`config.mk`:
```
export PLATFORM = sky130hd
export DESIGN_NAME = heartbeat_liveness_monitor
export DESIGN_NICKNAME = d
export VERILOG_FILES = /design/src/rtl/core/hlm_pkg.sv /design/src/rtl/core/hlm_alu.sv /design/src/rtl/core/hlm_table.sv /design/src/rtl/core/hlm_seq.sv /design/src/rtl/core/heartbeat_liveness_monitor.sv
export SDC_FILE = /design/constraint.sdc
export NUM_CORES = 2
export LEC_CHECK = 0
export BUFFER_PORTS_ARGS = -buffer_cell sky130_fd_sc_hd__buf_2
export CAP_MARGIN = 15
export CORE_MARGIN = 4
export CORE_UTILIZATION = 45
export DETAILED_ROUTE_END_ITERATION = 12
export SETUP_SLACK_MARGIN = 0.05
export SKIP_LAST_GASP = 1
export SLEW_MARGIN = 20
export SYNTH_ARGS = -nofsm -noshare
export SYNTH_HDL_FRONTEND = slang
export SYNTH_HIERARCHICAL = 1
export SYNTH_SLANG_ARGS = --single-unit
```
`constraint.sdc`:
```
create_clock -name clk -period 7 [get_ports clk]
set_input_delay 1.4 -clock clk [delete_from_list [all_inputs] [get_ports clk]]
set_output_delay 1.4 -clock clk [all_outputs]
set_load 0.05 [all_outputs]
```
`src/rtl/core/hlm_pkg.sv`:
```
// Shared types, codes and constants of the heartbeat liveness monitor.
package hlm_pkg;

  localparam int SLOTS_DEFAULT     = 32;
  localparam logic [31:0] LOCAL_ID_RESET  = 32'd1;
  localparam logic [31:0] THRESHOLD_RESET = 32'd5000;
  localparam logic [31:0] COORD_RESET     = 32'd1;
  localparam logic [4:0]  MAX_EVENTS      = 5'd31;

  typedef enum logic [2:0] {
    CMD_INIT      = 3'd0,
    CMD_HEARTBEAT = 3'd1,
    CMD_TICK      = 3'd2,
    CMD_REGISTER  = 3'd3,
    CMD_ALIVE     = 3'd4
  } hlm_cmd_t;

  typedef enum logic [2:0] {
    KIND_INIT_DONE = 3'd0,
    KIND_HB_ACK    = 3'd1,
    KIND_FAILURE   = 3'd2,
    KIND_TICK_DONE = 3'd3,
    KIND_REG_REPLY = 3'd4,
    KIND_ALIVE     = 3'd5
  } hlm_kind_t;

  typedef enum logic {
    REG_LOCAL_ID  = 1'b0,
    REG_THRESHOLD = 1'b1
  } hlm_reg_t;

  typedef enum logic [3:0] {
    S_IDLE, S_HB_MAX, S_FIND_RD, S_FIND_EV, S_FIND_END,
    S_TK_START, S_TK_RD, S_TK_SELF, S_TK_AGE, S_TK_CMP, S_TK_COORD,
    S_EL_RD, S_EL_EV, S_EL_END, S_TK_EVENT, S_TK_DONE
  } hlm_state_t;

  typedef struct packed {
    logic [2:0]  cmd;
    logic [31:0] node_id;
    logic [31:0] timestamp;
  } hlm_req_t;

  typedef struct packed {
    logic [2:0]  kind;
    logic [31:0] event_node;
    logic [4:0]  slot;
    logic        slot_found;
    logic        recovered;
    logic        alive;
    logic [31:0] coordinator;
    logic [4:0]  failure_count;
    logic        not_ready;
    logic        election_error;
    logic        announce;
    logic        last;
  } hlm_res_t;

  typedef struct packed {
    logic rd_en;
    logic wr_node;
    logic wr_seen;
  } hlm_mem_ctl_t;

  typedef struct packed {
    logic        eq;
    logic        gt;
    logic [31:0] diff;
  } hlm_alu_out_t;

endpackage

```
`src/rtl/core/hlm_alu.sv`:
```
// Shared 32-bit subtractor giving difference, equal and greater-than flags.
module hlm_alu (
  input  logic [31:0]          a,
  input  logic [31:0]          b,
  output hlm_pkg::hlm_alu_out_t flags
);

  logic [32:0] sub;

  // Subtract once; borrow and zero give the compares
  assign sub        = {1'b0, a} - {1'b0, b};
  assign flags.diff = sub[31:0];
  assign flags.eq   = (sub[31:0] == 32'd0);
  assign flags.gt   = !sub[32] && (sub[31:0] != 32'd0);

endmodule

```
`src/rtl/core/hlm_table.sv`:
```
// Slot table memory: node id and last-seen time, one read and one write port.
module hlm_table #(
  parameter int SLOTS = hlm_pkg::SLOTS_DEFAULT,
  localparam int IW = $clog2(SLOTS)
) (
  input  logic                 clk,
  input  hlm_pkg::hlm_mem_ctl_t ctl,
  input  logic [IW-1:0]        rd_addr,
  input  logic [IW-1:0]        wr_addr,
  input  logic [31:0]          wr_node_data,
  input  logic [31:0]          wr_seen_data,
  output logic [31:0]          rd_node,
  output logic [31:0]          rd_seen
);

  logic [31:0] node_mem [SLOTS];
  logic [31:0] seen_mem [SLOTS];

  // Write either column at the write address
  always_ff @(posedge clk) begin
    if (ctl.wr_node) begin
      node_mem[wr_addr] <= wr_node_data;
    end
    if (ctl.wr_seen) begin
      seen_mem[wr_addr] <= wr_seen_data;
    end
  end

  // Register read data; hold it between reads
  always_ff @(posedge clk) begin
    if (ctl.rd_en) begin
      rd_node <= node_mem[rd_addr];
      rd_seen <= seen_mem[rd_addr];
    end
  end

endmodule

```
`src/rtl/core/hlm_seq.sv`:
```
// Command sequencer: slot scans, timeout checks and election over the table.
module hlm_seq #(
  parameter int SLOTS = hlm_pkg::SLOTS_DEFAULT,
  localparam int IW = $clog2(SLOTS)
) (
  input  logic                  clk,
  input  logic                  rst,
  input  logic                  start,
  input  hlm_pkg::hlm_req_t     request,
  output logic                  busy,
  output logic                  done,
  output hlm_pkg::hlm_res_t     result,
  input  logic [31:0]           local_id,
  input  logic [31:0]           threshold,
  output hlm_pkg::hlm_mem_ctl_t mem_ctl,
  output logic [IW-1:0]         rd_addr,
  output logic [IW-1:0]         wr_addr,
  output logic [31:0]           wr_node_data,
  output logic [31:0]           wr_seen_data,
  input  logic [31:0]           rd_node,
  input  logic [31:0]           rd_seen
);

  localparam logic [IW:0] SlotEnd = (IW+1)'(SLOTS);

  hlm_pkg::hlm_state_t state, state_next;
  logic [IW:0]        idx, idx_next, eidx, eidx_next;
  logic [2:0]         cmd_r, cmd_r_next;
  logic [31:0]        id_r, id_r_next, ts_r, ts_r_next;
  logic [31:0]        clock_now, clock_now_next, coord, coord_next;
  logic               ready, ready_next;
  logic [SLOTS-1:0]   active, active_next, failed, failed_next;
  logic               found, found_next, free_ok, free_ok_next;
  logic [IW-1:0]      found_idx, found_idx_next, free_idx, free_idx_next;
  logic [31:0]        cur_node, cur_node_next, age, age_next, best, best_next;
  logic [4:0]         count, count_next;
  logic               err, err_next, ann, ann_next;
  hlm_pkg::hlm_res_t  res_next;
  logic               done_next;
  logic [31:0]        alu_a, alu_b;
  hlm_pkg::hlm_alu_out_t alu;
  logic [IW-1:0]      i, j;

  assign i    = idx[IW-1:0];
  assign j    = eidx[IW-1:0];
  assign busy = (state != hlm_pkg::S_IDLE);

  hlm_alu u_alu (
    .a     (alu_a),
    .b     (alu_b),
    .flags (alu)
  );

  // Hold state and control
  always_ff @(posedge clk) begin
    if (rst) begin
      state     <= hlm_pkg::S_IDLE;
      clock_now <= 32'd0;
      coord     <= hlm_pkg::COORD_RESET;
      ready     <= 1'b0;
      active    <= '0;
      failed    <= '0;
      done      <= 1'b0;
    end else begin
      state     <= state_next;
      clock_now <= clock_now_next;
      coord     <= coord_next;
      ready     <= ready_next;
      active    <= active_next;
      failed    <= failed_next;
      done      <= done_next;
    end
  end

  // Hold working payload
  always_ff @(posedge clk) begin
    idx       <= idx_next;
    eidx      <= eidx_next;
    cmd_r     <= cmd_r_next;
    id_r      <= id_r_next;
    ts_r      <= ts_r_next;
    found     <= found_next;
    found_idx <= found_idx_next;
    free_ok   <= free_ok_next;
    free_idx  <= free_idx_next;
    cur_node  <= cur_node_next;
    age       <= age_next;
    best      <= best_next;
    count     <= count_next;
    err       <= err_next;
    ann       <= ann_next;
    result    <= res_next;
  end

  // Next state, unit operands, table access and results
  always_comb begin
    state_next     = state;
    idx_next       = idx;
    eidx_next      = eidx;
    cmd_r_next     = cmd_r;
    id_r_next      = id_r;
    ts_r_next      = ts_r;
    clock_now_next = clock_now;
    coord_next     = coord;
    ready_next     = ready;
    active_next    = active;
    failed_next    = failed;
    found_next     = found;
    found_idx_next = found_idx;
    free_ok_next   = free_ok;
    free_idx_next  = free_idx;
    cur_node_next  = cur_node;
    age_next       = age;
    best_next      = best;
    count_next     = count;
    err_next       = err;
    ann_next       = ann;
    res_next       = result;
    done_next      = 1'b0;
    alu_a          = 32'd0;
    alu_b          = 32'd0;
    mem_ctl        = '0;
    rd_addr        = i;
    wr_addr        = i;
    wr_node_data   = id_r;
    wr_seen_data   = clock_now;

    case (state)
      hlm_pkg::S_IDLE: begin
        if (start) begin
          cmd_r_next    = request.cmd;
          id_r_next     = request.node_id;
          ts_r_next     = request.timestamp;
          idx_next      = '0;
          found_next    = 1'b0;
          free_ok_next  = 1'b0;
          res_next      = '0;
          res_next.event_node = request.node_id;
          res_next.last = 1'b1;
          case (request.cmd)
            hlm_pkg::CMD_INIT: begin
              coord_next     = local_id;
              clock_now_next = 32'd0;
              active_next    = '0;
              active_next[0] = 1'b1;
              failed_next    = '0;
              ready_next     = 1'b1;
              mem_ctl.wr_node = 1'b1;
              mem_ctl.wr_seen = 1'b1;
              wr_addr        = '0;
              wr_node_data   = local_id;
              wr_seen_data   = 32'd0;
              res_next.kind       = hlm_pkg::KIND_INIT_DONE;
              res_next.slot_found = 1'b1;
              done_next      = 1'b1;
            end
            hlm_pkg::CMD_HEARTBEAT: begin
              state_next = hlm_pkg::S_HB_MAX;
            end
            hlm_pkg::CMD_TICK: begin
              if (ready) begin
                state_next = hlm_pkg::S_TK_START;
              end else begin
                res_next.kind      = hlm_pkg::KIND_TICK_DONE;
                res_next.not_ready = 1'b1;
                done_next          = 1'b1;
              end
            end
            hlm_pkg::CMD_REGISTER, hlm_pkg::CMD_ALIVE: begin
              state_next = hlm_pkg::S_FIND_RD;
            end
            default: begin
            end
          endcase
        end
      end

      // Raise the clock to the sender's timestamp
      hlm_pkg::S_HB_MAX: begin
        alu_a = ts_r;
        alu_b = clock_now;
        if (alu.gt) begin
          clock_now_next = ts_r;
        end
        state_next = hlm_pkg::S_FIND_RD;
      end

      // Walk the slots for the node; note the first free slot on the way
      hlm_pkg::S_FIND_RD: begin
        if (idx == SlotEnd) begin
          state_next = hlm_pkg::S_FIND_END;
        end else if (!active[i]) begin
          if (!free_ok) begin
            free_ok_next  = 1'b1;
            free_idx_next = i;
          end
          idx_next = idx + 1'b1;
        end else begin
          mem_ctl.rd_en = 1'b1;
          state_next    = hlm_pkg::S_FIND_EV;
        end
      end

      hlm_pkg::S_FIND_EV: begin
        alu_a = rd_node;
        alu_b = id_r;
        if (alu.eq) begin
          found_next     = 1'b1;
          found_idx_next = i;
          state_next     = hlm_pkg::S_FIND_END;
        end else begin
          idx_next   = idx + 1'b1;
          state_next = hlm_pkg::S_FIND_RD;
        end
      end

      // Refresh, take a slot or answer the query
      hlm_pkg::S_FIND_END: begin
        res_next.slot_found = 1'b0;
        res_next.slot       = 5'd0;
        if (cmd_r == hlm_pkg::CMD_ALIVE) begin
          res_next.kind  = hlm_pkg::KIND_ALIVE;
          res_next.alive = found && !failed[found_idx];
        end else begin
          res_next.kind = (cmd_r == hlm_pkg::CMD_HEARTBEAT) ?
                          hlm_pkg::KIND_HB_ACK : hlm_pkg::KIND_REG_REPLY;
          if (found) begin
            res_next.slot       = 5'(found_idx);
            res_next.slot_found = 1'b1;
            if (cmd_r == hlm_pkg::CMD_HEARTBEAT) begin
              wr_addr         = found_idx;
              mem_ctl.wr_seen = 1'b1;
              if (failed[found_idx]) begin
                failed_next[found_idx] = 1'b0;
                res_next.recovered     = 1'b1;
              end
            end
          end else if (free_ok) begin
            wr_addr                = free_idx;
            mem_ctl.wr_node        = 1'b1;
            mem_ctl.wr_seen        = 1'b1;
            active_next[free_idx]  = 1'b1;
            failed_next[free_idx]  = 1'b0;
            res_next.slot          = 5'(free_idx);
            res_next.slot_found    = 1'b1;
          end
        end
        done_next  = 1'b1;
        state_next = hlm_pkg::S_IDLE;
      end

      // Advance the clock by one: subtracting all ones adds one
      hlm_pkg::S_TK_START: begin
        alu_a          = clock_now;
        alu_b          = '1;
        clock_now_next = alu.diff;
        count_next     = 5'd0;
        state_next     = hlm_pkg::S_TK_RD;
      end

      hlm_pkg::S_TK_RD: begin
        if (idx == SlotEnd) begin
          state_next = hlm_pkg::S_TK_DONE;
        end else if (!active[i] || failed[i]) begin
          idx_next = idx + 1'b1;
        end else begin
          mem_ctl.rd_en = 1'b1;
          state_next    = hlm_pkg::S_TK_SELF;
        end
      end

      // Skip the local node
      hlm_pkg::S_TK_SELF: begin
        alu_a         = rd_node;
        alu_b         = local_id;
        cur_node_next = rd_node;
        if (alu.eq) begin
          idx_next   = idx + 1'b1;
          state_next = hlm_pkg::S_TK_RD;
        end else begin
          state_next = hlm_pkg::S_TK_AGE;
        end
      end

      hlm_pkg::S_TK_AGE: begin
        alu_a      = clock_now;
        alu_b      = rd_seen;
        age_next   = alu.diff;
        state_next = hlm_pkg::S_TK_CMP;
      end

      // Mark the peer failed when its silence passes the threshold
      hlm_pkg::S_TK_CMP: begin
        alu_a = age;
        alu_b = threshold;
        if (alu.gt) begin
          failed_next[i] = 1'b1;
          count_next     = count + 1'b1;
          err_next       = 1'b0;
          ann_next       = 1'b0;
          state_next     = hlm_pkg::S_TK_COORD;
        end else begin
          idx_next   = idx + 1'b1;
          state_next = hlm_pkg::S_TK_RD;
        end
      end

      hlm_pkg::S_TK_COORD: begin
        alu_a = cur_node;
        alu_b = coord;
        if (alu.eq) begin
          eidx_next  = '0;
          best_next  = 32'd0;
          state_next = hlm_pkg::S_EL_RD;
        end else begin
          state_next = hlm_pkg::S_TK_EVENT;
        end
      end

      // Election: highest id among live slots
      hlm_pkg::S_EL_RD: begin
        rd_addr = j;
        if (eidx == SlotEnd) begin
          state_next = hlm_pkg::S_EL_END;
        end else if (!active[j] || failed[j]) begin
          eidx_next = eidx + 1'b1;
        end else begin
          mem_ctl.rd_en = 1'b1;
          state_next    = hlm_pkg::S_EL_EV;
        end
      end

      hlm_pkg::S_EL_EV: begin
        alu_a = rd_node;
        alu_b = best;
        if (alu.gt) begin
          best_next = rd_node;
        end
        eidx_next  = eidx + 1'b1;
        state_next = hlm_pkg::S_EL_RD;
      end

      hlm_pkg::S_EL_END: begin
        alu_a = best;
        alu_b = local_id;
        if (best == 32'd0) begin
          err_next = 1'b1;
        end else begin
          coord_next = best;
          ann_next   = alu.eq;
        end
        state_next = hlm_pkg::S_TK_EVENT;
      end

      // Report the failure; stop after the event limit
      hlm_pkg::S_TK_EVENT: begin
        res_next                = '0;
        res_next.kind           = hlm_pkg::KIND_FAILURE;
        res_next.event_node     = cur_node;
        res_next.slot           = 5'(i);
        res_next.slot_found     = 1'b1;
        res_next.election_error = err;
        res_next.announce       = ann;
        done_next               = 1'b1;
        if (count == hlm_pkg::MAX_EVENTS) begin
          state_next = hlm_pkg::S_TK_DONE;
        end else begin
          idx_next   = idx + 1'b1;
          state_next = hlm_pkg::S_TK_RD;
        end
      end

      hlm_pkg::S_TK_DONE: begin
        res_next               = '0;
        res_next.kind          = hlm_pkg::KIND_TICK_DONE;
        res_next.event_node    = id_r;
        res_next.failure_count = count;
        res_next.last          = 1'b1;
        done_next              = 1'b1;
        state_next             = hlm_pkg::S_IDLE;
      end

      default: begin
        state_next = hlm_pkg::S_IDLE;
      end
    endcase

    if (done_next) begin
      res_next.coordinator = coord_next;
    end
  end

endmodule

```
`src/rtl/core/heartbeat_liveness_monitor.sv`:
```
// Top level: configuration registers, sequencer and slot table.
//
// Commands enter on start while busy is low; each result shows on result for
// one cycle with done high and cannot be held off, and the final result of a
// command has last set. Init, and a tick refused before init, answer in the
// cycle after start. Heartbeat, register and alive query walk the slots,
// reading the table only at active slots and stopping at the node's slot. A
// tick walks the slots and checks each live peer's age against the threshold,
// and each coordinator failure adds an election walk over the slots; all
// walks share one subtractor and the single read port of the slot table. The
// table needs no clearing pass after reset: active and failed flags live in
// flip-flops.
module heartbeat_liveness_monitor #(
  parameter int SLOTS = hlm_pkg::SLOTS_DEFAULT
) (
  input  logic              clk,
  input  logic              rst,
  input  logic              start,
  input  hlm_pkg::hlm_req_t request,
  output logic              busy,
  output logic              done,
  output hlm_pkg::hlm_res_t result,
  input  logic              psel,
  input  logic              penable,
  input  logic              pwrite,
  input  logic [2:0]        paddr,
  input  logic [31:0]       pwdata,
  output logic [31:0]       prdata,
  output logic              pready
);

  localparam int IW = $clog2(SLOTS);

  logic [31:0]           local_id, threshold;
  hlm_pkg::hlm_mem_ctl_t mem_ctl;
  logic [IW-1:0]         rd_addr, wr_addr;
  logic [31:0]           wr_node_data, wr_seen_data, rd_node, rd_seen;
  logic                  cfg_wr;
  hlm_pkg::hlm_reg_t     reg_sel;

  assign pready  = 1'b1;
  assign cfg_wr  = psel && penable && pwrite;
  assign reg_sel = hlm_pkg::hlm_reg_t'(paddr[2]);

  // Write configuration registers
  always_ff @(posedge clk) begin
    if (rst) begin
      local_id  <= hlm_pkg::LOCAL_ID_RESET;
      threshold <= hlm_pkg::THRESHOLD_RESET;
    end else if (cfg_wr) begin
      case (reg_sel)
        hlm_pkg::REG_LOCAL_ID:  local_id  <= pwdata;
        hlm_pkg::REG_THRESHOLD: threshold <= pwdata;
        default: begin
        end
      endcase
    end
  end

  // Read back the selected register
  always_comb begin
    case (reg_sel)
      hlm_pkg::REG_LOCAL_ID:  prdata = local_id;
      hlm_pkg::REG_THRESHOLD: prdata = threshold;
      default:                prdata = 32'd0;
    endcase
  end

  hlm_seq #(.SLOTS(SLOTS)) u_seq (
    .clk          (clk),
    .rst          (rst),
    .start        (start),
    .request      (request),
    .busy         (busy),
    .done         (done),
    .result       (result),
    .local_id     (local_id),
    .threshold    (threshold),
    .mem_ctl      (mem_ctl),
    .rd_addr      (rd_addr),
    .wr_addr      (wr_addr),
    .wr_node_data (wr_node_data),
    .wr_seen_data (wr_seen_data),
    .rd_node      (rd_node),
    .rd_seen      (rd_seen)
  );

  hlm_table #(.SLOTS(SLOTS)) u_table (
    .clk          (clk),
    .ctl          (mem_ctl),
    .rd_addr      (rd_addr),
    .wr_addr      (wr_addr),
    .wr_node_data (wr_node_data),
    .wr_seen_data (wr_seen_data),
    .rd_node      (rd_node),
    .rd_seen      (rd_seen)
  );

endmodule

```
# Yosys cells after proc, flatten, opt, wreduce, memory -nomap -nowiden
# Memory sizes are Yosys's and may differ from the RTL's. A register that Yosys moved wholly into a read port is not among the register bits.
# Index checks and enable logic that the tools add are counted.
# totals
regBits	476
ram_bits	2048
elab_cells	319
memories	2
# memory_table
name	depth	width	read_ports	rd_ports_with_merged_regs	write_ports	line	source
u_table.node_mem	32	32	1	1	1	hlm_table.sv:16	logic [31:0] node_mem [SLOTS];
u_table.seen_mem	32	32	1	1	1	hlm_table.sv:17	logic [31:0] seen_mem [SLOTS];
# classes
addsub	4
n_lt_le_gt_ge	7
eq_ne	59
muxes	141
n_bitwise	9
n_reduce_logical	61
# op_table
cell	n
$mux W32	26
$pmux W32 S3	3
$pmux W32 S2	4
$pmux W32 S8	1
$pmux W32 S6	1
$pmux W41 S3	1
$mux W6	14
$mux W84	1
$and A32 B32 Y32	2
$logic_not A32 Y1	2
$not A32 Y32	2
$or A32 B32 Y32	2
$pmux W4 S15	1
$mux W4	11
$pmux W6 S7	1
$mux W5	8
$mux W1	36
$sub A32 B32 Y33	1
$eq A4 B4 Y1 const B	8
$pmux W8 S4	1
$reduce_bool A32 Y1	1
$ne A2 B1 Y1 const B	14
$bmux W1 S5	5
$lt A5 B6 Y1 const B	4
other kinds (45)	131

# Depth between registers and ports, before layout
# logic_depth
ltp_word	11
ltp_mapped	29
mapped_depth_nobuf	24

# Modules after synthesis
# Netlist, hierarchy kept.
# modules_own_cells
module	instances	cells_per_inst	area_each_um2
hlm_table	1	3165	79782.8
hlm_seq	1	1991	20332.0
heartbeat_liveness_monitor	1	290	3078.0
hlm_alu	1	335	2238.4

# Least setup slack after synthesis
# No wires, ideal clock.
# synth_timing
path_type	register -> register
from	register u_seq.eidx[0]
to	register u_table.rd_node[0], read port of u_table.node_mem (enable)
setup_ns	0.585
t_arrival_ns	6.595
t_required_ns	6.415
slack_ns	-0.180
path_stages_with_launch	9
cell_sequence	edfxtp_1 > buf_2 > buf_2 > or3b_2 > a21oi_1 > nor3_1 > nor4_1 > mux2i_1 > o32ai_1
# synth_rtl
element	line	source
start: declaration	hlm_seq.sv:27	logic [IW:0] idx, idx_next, eidx, eidx_next;
start signal: assignment	hlm_seq.sv:78	eidx <= eidx_next;
end: declaration	hlm_table.sv:12	output logic [31:0] rd_node,

==> impl_metrics.toml <==
[drt]
vias_per_cell = 6.41
via_count = 60812
finalWirelength_um = 327000
wl_per_cell_um = 34.4
firstDrtPassIters = 8
drtIter0Drc = 9220
postRouteAntennaNets = 0
drc_errors = 0

[setup_path]
arrival_ns = 7.37
worstSetupPathType = "flop to flop"
cp-end-kind = "flop"
critPathCapture = "u_seq/state[2]"
crit_start = "u_seq/state[3]"
r2r_start = "u_seq/state[3]"
rrSetupSlack_ns = 0.42
ff2ff_path_depth = 24
crit_fanout = 22
critPathLaunchType = "flop"
cp.required_ns = 7.79
rr_endpoint = "u_seq/state[2]"

[run]
drv_cap = 0

[logic_synthesis]
ys_warn_count = 6
yosys-top-cells-area = "edfxtp_1 68%, mux4_2 13%, dfxtp_1 3.8%"
syn_avg_cell_area_um2 = 18.2
ys_seq_elements = 2588
synth_edf_count = 2390
ys_seq_area_frac = 0.718
syn_area_mm2 = 0.105
syn_nets = 5930
synth.largest_area_cell = "edfxtp_1"
ys_async_sr_fraction = 0
syn_inst = 5781
synth_top_area_frac = 0.681
ys_types = 94
synth_ff_type = "edfxtp_1"

[power]
max-vdd-ir-drop_mv = 0.309
p_per_area_mw_per_mm2 = 415
p_leak_nw = 39.2
finalPower_w = 0.0501

[global_routing]
antenna_found_initial = 27
grt_pass1_wl_um = 458000
grt-ovfl-total = 0
track_usage = 0.265
grt_max_degree = 96
grt_pass1_vias = 58897

[place]
hpwl_um = 201000
place_congestion = 1.02
io_buffers = 223
dp_cells = 9011
dp_slack_ns = 0.289

[sta]
whs_ns = 0.491
slew_headroom = 0.238
tns_ns = 0
setup_viol = 0
clock_skew_ns = 0.0414
slew_viol_final = 0
worstMarginPinSlew_ns = 1.14
hold_violations = 0
rsz0062_at_grt = "no"
setup_ws_ns = 0.421
max_freq_ghz = 0.152
layout_min_cycle_time_ns = 6.58
post-route-period-util = 0.940

[floorplanning]
start_util = 0.453
rows = 177
die_w_um = 492
core_mm2 = 0.233
ios = 227
die_y_um = 492
dieArea_mm2 = 0.242

[cts]
cts.htree.levels = 5
cts_hold_repair.buffers = 0
clockBufferDepth = 4
cts_made_buffers = 279
clkLatencyLatePin_ns = 0.93
tritoncts = "built"
cts_sinks = 2588
clockRootBuffer = "clkbuf_16"
clk_pin_slew_worst_paths_ns = 0.06

[finish]
fin_nets = 6311
drive_gt1_frac = 0.276
area_growth_pct = 14.3
final_cells = 9491
mostFrequentLayoutCell = "edfxtp_1"
final_cell_mix = "2,390 x edfxtp_1, 614 x mux4_2, 316 x nand2_1, 290 x clkbuf_16, 242 x nor2_1"

[hold_path]
hp-class = "flop to flop"

[status]
outcome = "finished clean"
critical path, cell delays in order, from the launching register on:
cell,delay (ns)
dfxtp_1,0.57
nand2b_1,0.09
buf_4,0.20
nor2_4,0.66
a222oi_1,0.26
nand4_1,0.17
inv_1,0.10
ha_1,0.41
a21oi_1,0.18
o21ai_0,0.14
buf_4,0.18
a31o_2,0.25
o31ai_2,0.36
o21ai_1,0.12
xor2_1,0.20
or4_1,0.62
nor4_2,0.31
and2_1,0.46
inv_1,0.25
and3_1,0.23
o21ai_0,0.12
o21ai_0,0.11
a21oi_1,0.13
a221o_1,0.20
mux2i_1,0.09
Yosys cell counts (38+ instances only):
library cell	number
ha_1	40
a222oi_1	106
buf_1	38
mux4_2	614
nand4_1	64
a22oi_1	99
buf_2	69
nor2b_1	44
clkbuf_1	223
nand2_1	328
mux2i_1	106
mux2_2	104
dfxtp_1	198
nand3_1	46
o21ai_0	56
edfxtp_1	2390
and3_1	47
nand2b_1	111
a21oi_1	228
inv_1	102
nor2_1	314
logic make-up (layout without fill, tap and decap cells):
family / count (synthesis) / count (layout) / share of synthesized area
AOI/OAI and AO/OA: 723 / 723 / 0.0503
xor gates and xnor gates: 28 / 28 / 0.00233
adders and majority gates: 41 / 41 / 0.00494
buffers and inverters: 471 / 1040 / 0.0197
DFF: 2588 / 2588 / 0.718
muxes: 831 / 831 / 0.154
other: 1 / 10 / 0.0000356
and+or+nand+nor: 1098 / 1098 / 0.0503
where the power goes:
group          leakage, nW  switching, W  internal, W  total (W)
Combinational         11.5        0.0103      0.00625     0.0166
Clock                 4.14       0.00591      0.00806     0.0140
Sequential            23.5      0.000662       0.0189     0.0195
worst min path at each step:
stage | startpoint | cells past startpoint | to | slack, ns
after floorplan | u_seq/idx[2] | 0 | u_seq/found_idx[2] | 0.42
after global placement | u_seq/active[14] | 2 | u_seq/active[14] | 0.46
after detailed placement | u_table/rd_node[16] | 0 | u_seq/cur_node[16] | 0.48
after CTS | u_table/rd_node[17] | 0 | u_seq/cur_node[17] | 0.49
after global routing | u_table/rd_node[17] | 0 | u_seq/cur_node[17] | 0.51
final | u_seq/active[4] | 2 | u_seq/active[4] | 0.49
area by class of cell:
cell class                      count  area, um^2
Antenna cell                        9        22.5
Tap cell                         3132        3920
Multi-Input combinational cell   2722       28600
Inverter                          104         390
Sequential cell                  2588       75700
Fill cell                       18550      112000
Clock buffer                      357        7580
Clock inverter                    112         868
Timing Repair Buffer              467        3440
sequential cells by signal (all words and copies together) (netlist names), 4 cells and up:
register / flops
u_seq/age: 32
u_seq/idx: 6
u_seq/count: 5
u_seq/failed: 32
local_id: 32
u_table/node_mem: 1024
u_seq/state: 4
u_seq/coord: 32
u_seq/id_r: 32
u_table/rd_seen: 32
u_table/rd_node: 32
u_seq/cur_node: 32
u_seq/active: 32
u_table/seen_mem: 1024
u_seq/best: 32
u_seq/found_idx: 5
u_seq/eidx: 6
u_seq/result: 84
u_seq/free_idx: 5
u_seq/ts_r: 32
threshold: 32
u_seq/clock_now: 32
through the flow:
stage           util  cell area (um^2)
2_1_floorplan      -            105000
3_3_place_gp   0.481            112000
3_5_place_dp   0.481            112000
4_1_cts        0.517            120000
5_1_grt        0.518            121000
6_report       0.518            121000
routing by layer:
layer / share of wire / track usage / vias up
met5: 0.00033 / 0 / -
li1: - / - / 24334
met2: 0.45 / 0.392 / 3751
met4: 0.041 / 0.103 / 16
met1: 0.40 / 0.388 / 32075
met3: 0.11 / 0.0573 / 636
timing repair:
| action | CTS | global route |
|---|---|---|
| resized for setup | 0 | 1 |
| buffers inserted | 0 | 2 |
| endpoints found under the setup margin | 0 | 30 |
Note: power is estimated with default switching activity, not from simulation.
